$ cat config.mk
export PLATFORM = sky130hd
export DESIGN_NAME = uvs_div_cell
export DESIGN_NICKNAME = d
export VERILOG_FILES = /design/src/sv/uvs_div_cell.sv
export SDC_FILE = /design/constraint.sdc
export NUM_CORES = 1
export LEC_CHECK = 0
export BUFFER_PORTS_ARGS = -buffer_cell sky130_fd_sc_hd__buf_2
export CORE_MARGIN = 3
export CORE_UTILIZATION = 47
export DETAILED_ROUTE_END_ITERATION = 8
export PLACE_DENSITY = 0.83
export SLEW_MARGIN = 25
export SYNTH_ARGS = -nofsm -noshare
export SYNTH_HDL_FRONTEND = slang
export SYNTH_SLANG_ARGS = --single-unit
$ cat constraint.sdc
create_clock -name i_clk -period 3.2 [get_ports i_clk]
set_input_delay 0.32 -clock i_clk [delete_from_list [all_inputs] [get_ports i_clk]]
set_output_delay 0.32 -clock i_clk [all_outputs]
set_load 0.005 [all_outputs]
$ cat src/sv/uvs_div_cell.sv
// uvs_div_cell: one restoring division step, one quotient bit per cycle
// depends on nothing; chained by the top level to form a pipelined divider
`default_nettype none

module uvs_div_cell #(
    parameter int QUOT_BITS = 17
) (
    input  wire logic                 i_clk,
    input  wire logic [8:0]           i_rem,
    input  wire logic [QUOT_BITS-1:0] i_quo,
    input  wire logic [8:0]           i_div,
    output logic      [8:0]           o_rem,
    output logic      [QUOT_BITS-1:0] o_quo
);

    logic [9:0] trial;
    logic       ge;
    logic [9:0] diff;
    logic [8:0] n_rem;
    logic [QUOT_BITS-1:0] n_quo;

    assign trial = {i_rem, i_quo[QUOT_BITS-1]};
    assign ge    = trial >= {1'b0, i_div};
    assign diff  = trial - {1'b0, i_div};
    assign n_rem = ge ? diff[8:0] : trial[8:0];
    assign n_quo = {i_quo[QUOT_BITS-2:0], ge};

    always_ff @(posedge i_clk) begin
        o_rem <= n_rem;
        o_quo <= n_quo;
    end

endmodule

`default_nettype wire

# Word level (Yosys, flattened, before mapping)
# Index checks and enable logic that the tools add are counted.
[totals]
register_bits = 26
in_bits = 36
[op_classes]
n_addsub = 1
order_cmp = 1
mux = 1
[ops]
columns = ["op", "count"]
rows = [
  ["greater-or-equal comparator 10 x 9 -> 1 bit", 1],
  ["2-to-1 mux 9 bit", 1],
  ["subtractor 9 bit", 1],
]

# Depth between registers and ports, before layout
[logic_depth]
ltp_word = 2
ltp_mapped = 9
ltp_nobuf = 9

# Least setup slack after synthesis
# OpenSTA, ideal clock, no wires.
[synth_timing]
kind = "input to register"
startpoint = "in i_quo[16]"
endpoint = "reg o_rem[2]"
setup_ns = 0.121
t_arrival_ns = 2.151
path_slack_ns = 0.928
cell_stages = 9
path_cell_list = "inv_1 ha_1 inv_1 fa_1 a211oi_2 o21ai_2 a211oi_4 inv_4 mux2_4"
[synth_via]
elab_chain_len = 2
[synth_rtl]
columns = ["item", "line_no", "text"]
rows = [
  ["from (decl)", "10", "input wire logic [QUOT_BITS-1:0] i_quo,"],
  ["greater-or-equal comparator 10 x 9 -> 1 bit", "23", "assign ge = trial >= {1'b0, i_div};"],
  ["named net ge", "17", "logic ge;"],
  ["2-to-1 mux 9 bit", "25", "assign n_rem = ge ? diff[8:0] : trial[8:0];"],
  ["named net n_rem[2]", "19", "logic [8:0] n_rem;"],
  ["to (signal assigned)", "29", "o_rem <= n_rem;"],
  ["to (decl)", "12", "output logic [8:0] o_rem,"],
]
# The timed path passes the listed nets, and every way through them passes these cells.

# Worst setup path in the final report
# Same ends and word-level chain as after synthesis.

==> metrics <==
status=completed; Setup crit end kind=flip-flop; Seq/Total Area, Yosys=0.436; Routed Antenna Nets=0; grt met2 use=0.280; CTS tree=yes; min Tclk post-route=2.19 ns; Post-synth EDFFs=0; Die X=56.4 um; worst slew pin tran=0.371 ns; slew margin rel.=0.746; met3 Resource Use GR=0.0483; Final Instance Count excl. Fillers=201; row cnt=17; Initial DRC Count=19; post-placement worst setup slack=0.669 ns; total gr overflow=0; share of cells above drive strength 1=0.439; fillers=176; Final Cycle Share=0.684; Syn Nets=158; VDD IR-drop max=0.435 mV; XOR/XNOR share of the synthesized area=0.0220; CP required=3.41 ns; die footprint=3180 um2; PD cells=492 nW/um2; Final TNS setup=0 ns; busiest layer in global routing=met2; pin count of the biggest net entering global routing=16; Die Span Y=56.4 um; Starting Density=0.515; Crit Path Max Fanout=7; mux contribution to synthesized area=0.0639; CTS resizes=0; number of hold buffers added after CTS=0; compound-gate portion of the synthesized area=0.222; Final Max Tran Viols=0; leakage=0.785 nW; DRT Wirelength=2550 um; RSZ-0062 raised after global routing=false; GR Util met1=0.200; core area=2320 um2; Final Hold Vio Count=0; clock buffer depth=2; Synth async-reset ratio=0; drt via density=5.18; Inst Count DP=197; Hold Path Class=input port to flip-flop; synthesized area per cell=10.7 um2; nature of the critical path startpoint=input port; diode count=0; DRC Markers=0; first-pass GRT wire length=4250 um; post-DP HPWL=2140 um; Clock Sinks=26; Yosys warnings=0; Mapped Area=1190 um2; Max-Cap Viols=0; Post-CTS Setup Bufs=0; # port buffers=61; First-pass DRT Iterations=5; number of CTS-inserted buffers=3; gr usage total=0.164; clock root cell=clkbuf_4; Nets=220; number of I/O pins=62; synthesis-to-finish area growth=30.9%; Max Fclk=457 MHz; number of synthesized register bits=26; WL per Instance=12.7 um; Worst-path clk slew=0.13 ns; Setup CP Type=input port to flip-flop; initial antenna violation count=0; Synth cell types=42; Vias=1,041; Synth Area in Adders=0.111; number of global-route vias before repair=969; largest family of logic cells by synthesized area=compound AO/OA/AOI/OAI gates; GP Congestion=0.823; Synth Flop Type=dfxtp_1; CP endpoint=o_rem[2]; data arrival time of the worst path=2.39 ns; H-tree levels=1; Critical path origin=i_quo[16]; fin worst setup slack=1.01 ns; final number of setup-violating endpoints=0; Simple-Gate Fraction of Synth Area=0.0818; cells after synthesis=112
## critical path, stage by stage
cell	delay, ns
buf_2	0.09
inv_1	0.07
ha_1	0.16
inv_1	0.05
fa_1	0.42
a211oi_2	0.33
o21ai_2	0.15
a211oi_4	0.39
inv_4	0.11
mux2_4	0.31
## Yosys cell counts (2+ instances only)
library cell	count	area [um2]
a2111oi_0	2	17.5
a211oi_1	2	15.0
mux2_4	3	45.0
dfxtp_1	26	521
a21oi_1	6	30.0
nand2_1	4	15.0
nand2b_1	3	18.8
ha_1	9	113
nor2_1	2	7.51
mux2i_1	2	20.0
o31ai_1	2	15.0
o211ai_1	4	30.0
nand3_1	2	10.0
clkbuf_1	2	7.51
xnor2_1	2	17.5
a21o_1	3	22.5
inv_1	12	45.0
a211o_1	2	17.5
## per-stage QoR
stage	utilization	hold slack (ns)	power (W)	area, um2
final	0.674	0.106	0.000769	1560
after global routing	0.674	0.0738	0.000817	1560
after CTS	0.674	0.0973	0.000776	1560
after detailed placement	0.651	0.424	0.000565	1510
after global placement	0.651	0.422	0.000560	1510
after floorplan	-	0.348	0.000493	1190
## logic make-up after synthesis
group,Yosys count
compound gates,33
buf+inv,17
mux,6
fa+ha+maj,10
simple gates,17
xor+xnor,3
flops,26
## state kept, by name (all words and copies together), names as in the netlist
| signal | flops |
|---|---|
| o_quo | 17 |
| o_rem | 9 |
## cells in the final DEF (no fill, tap or decap), drive strengths merged, types with 2 or more instances in the layout
cell / n
o21ai: 2
a2111oi: 2
inv: 13
a21o: 3
a21oi: 6
a211oi: 4
xnor2: 2
mux2i: 2
ha: 9
nand3: 2
nand2: 4
nand2b: 3
clkbuf: 3
mux2: 4
a211o: 2
nor2: 2
o31ai: 2
dfxtp: 26
buf: 61
o211ai: 4
## how the worst min path moves through the flow
stage	cells past startpoint	slack, ns	startpoint	end
after floorplan	0	0.35	i_quo[9]	o_quo[10]
after global placement	1	0.42	i_quo[10]	o_quo[11]
after detailed placement	1	0.42	i_quo[10]	o_quo[11]
after CTS	1	0.1	i_quo[3]	o_quo[4]
after global routing	1	0.07	i_quo[6]	o_quo[7]
final	1	0.11	i_quo[10]	o_quo[11]
## report_power, final
part | switching [W] | total [W] | internal (W)
registers | 0.00000647 | 0.000364 | 0.000358
logic | 0.0000945 | 0.000192 | 0.0000980
clock network | 0.0000863 | 0.000213 | 0.000126
## final cells by class
type,instances,area [um2],share of cell area
timing repair buffer,61,305,0.195
tap,28,35.0,0.0224
clock inverter,1,30.0,0.0192
clock buffer,3,22.5,0.0144
inverter,13,51.3,0.0328
multi-input combinational,69,598,0.383
sequential,26,520,0.333
## metal layers
layer,vias up,part of all wire
met2,54,0.45
met5,-,0
met1,458,0.44
met4,0,0.0063
met3,2,0.098
li1,527,-
No activity file was read; power rests on OpenSTA's default activity.
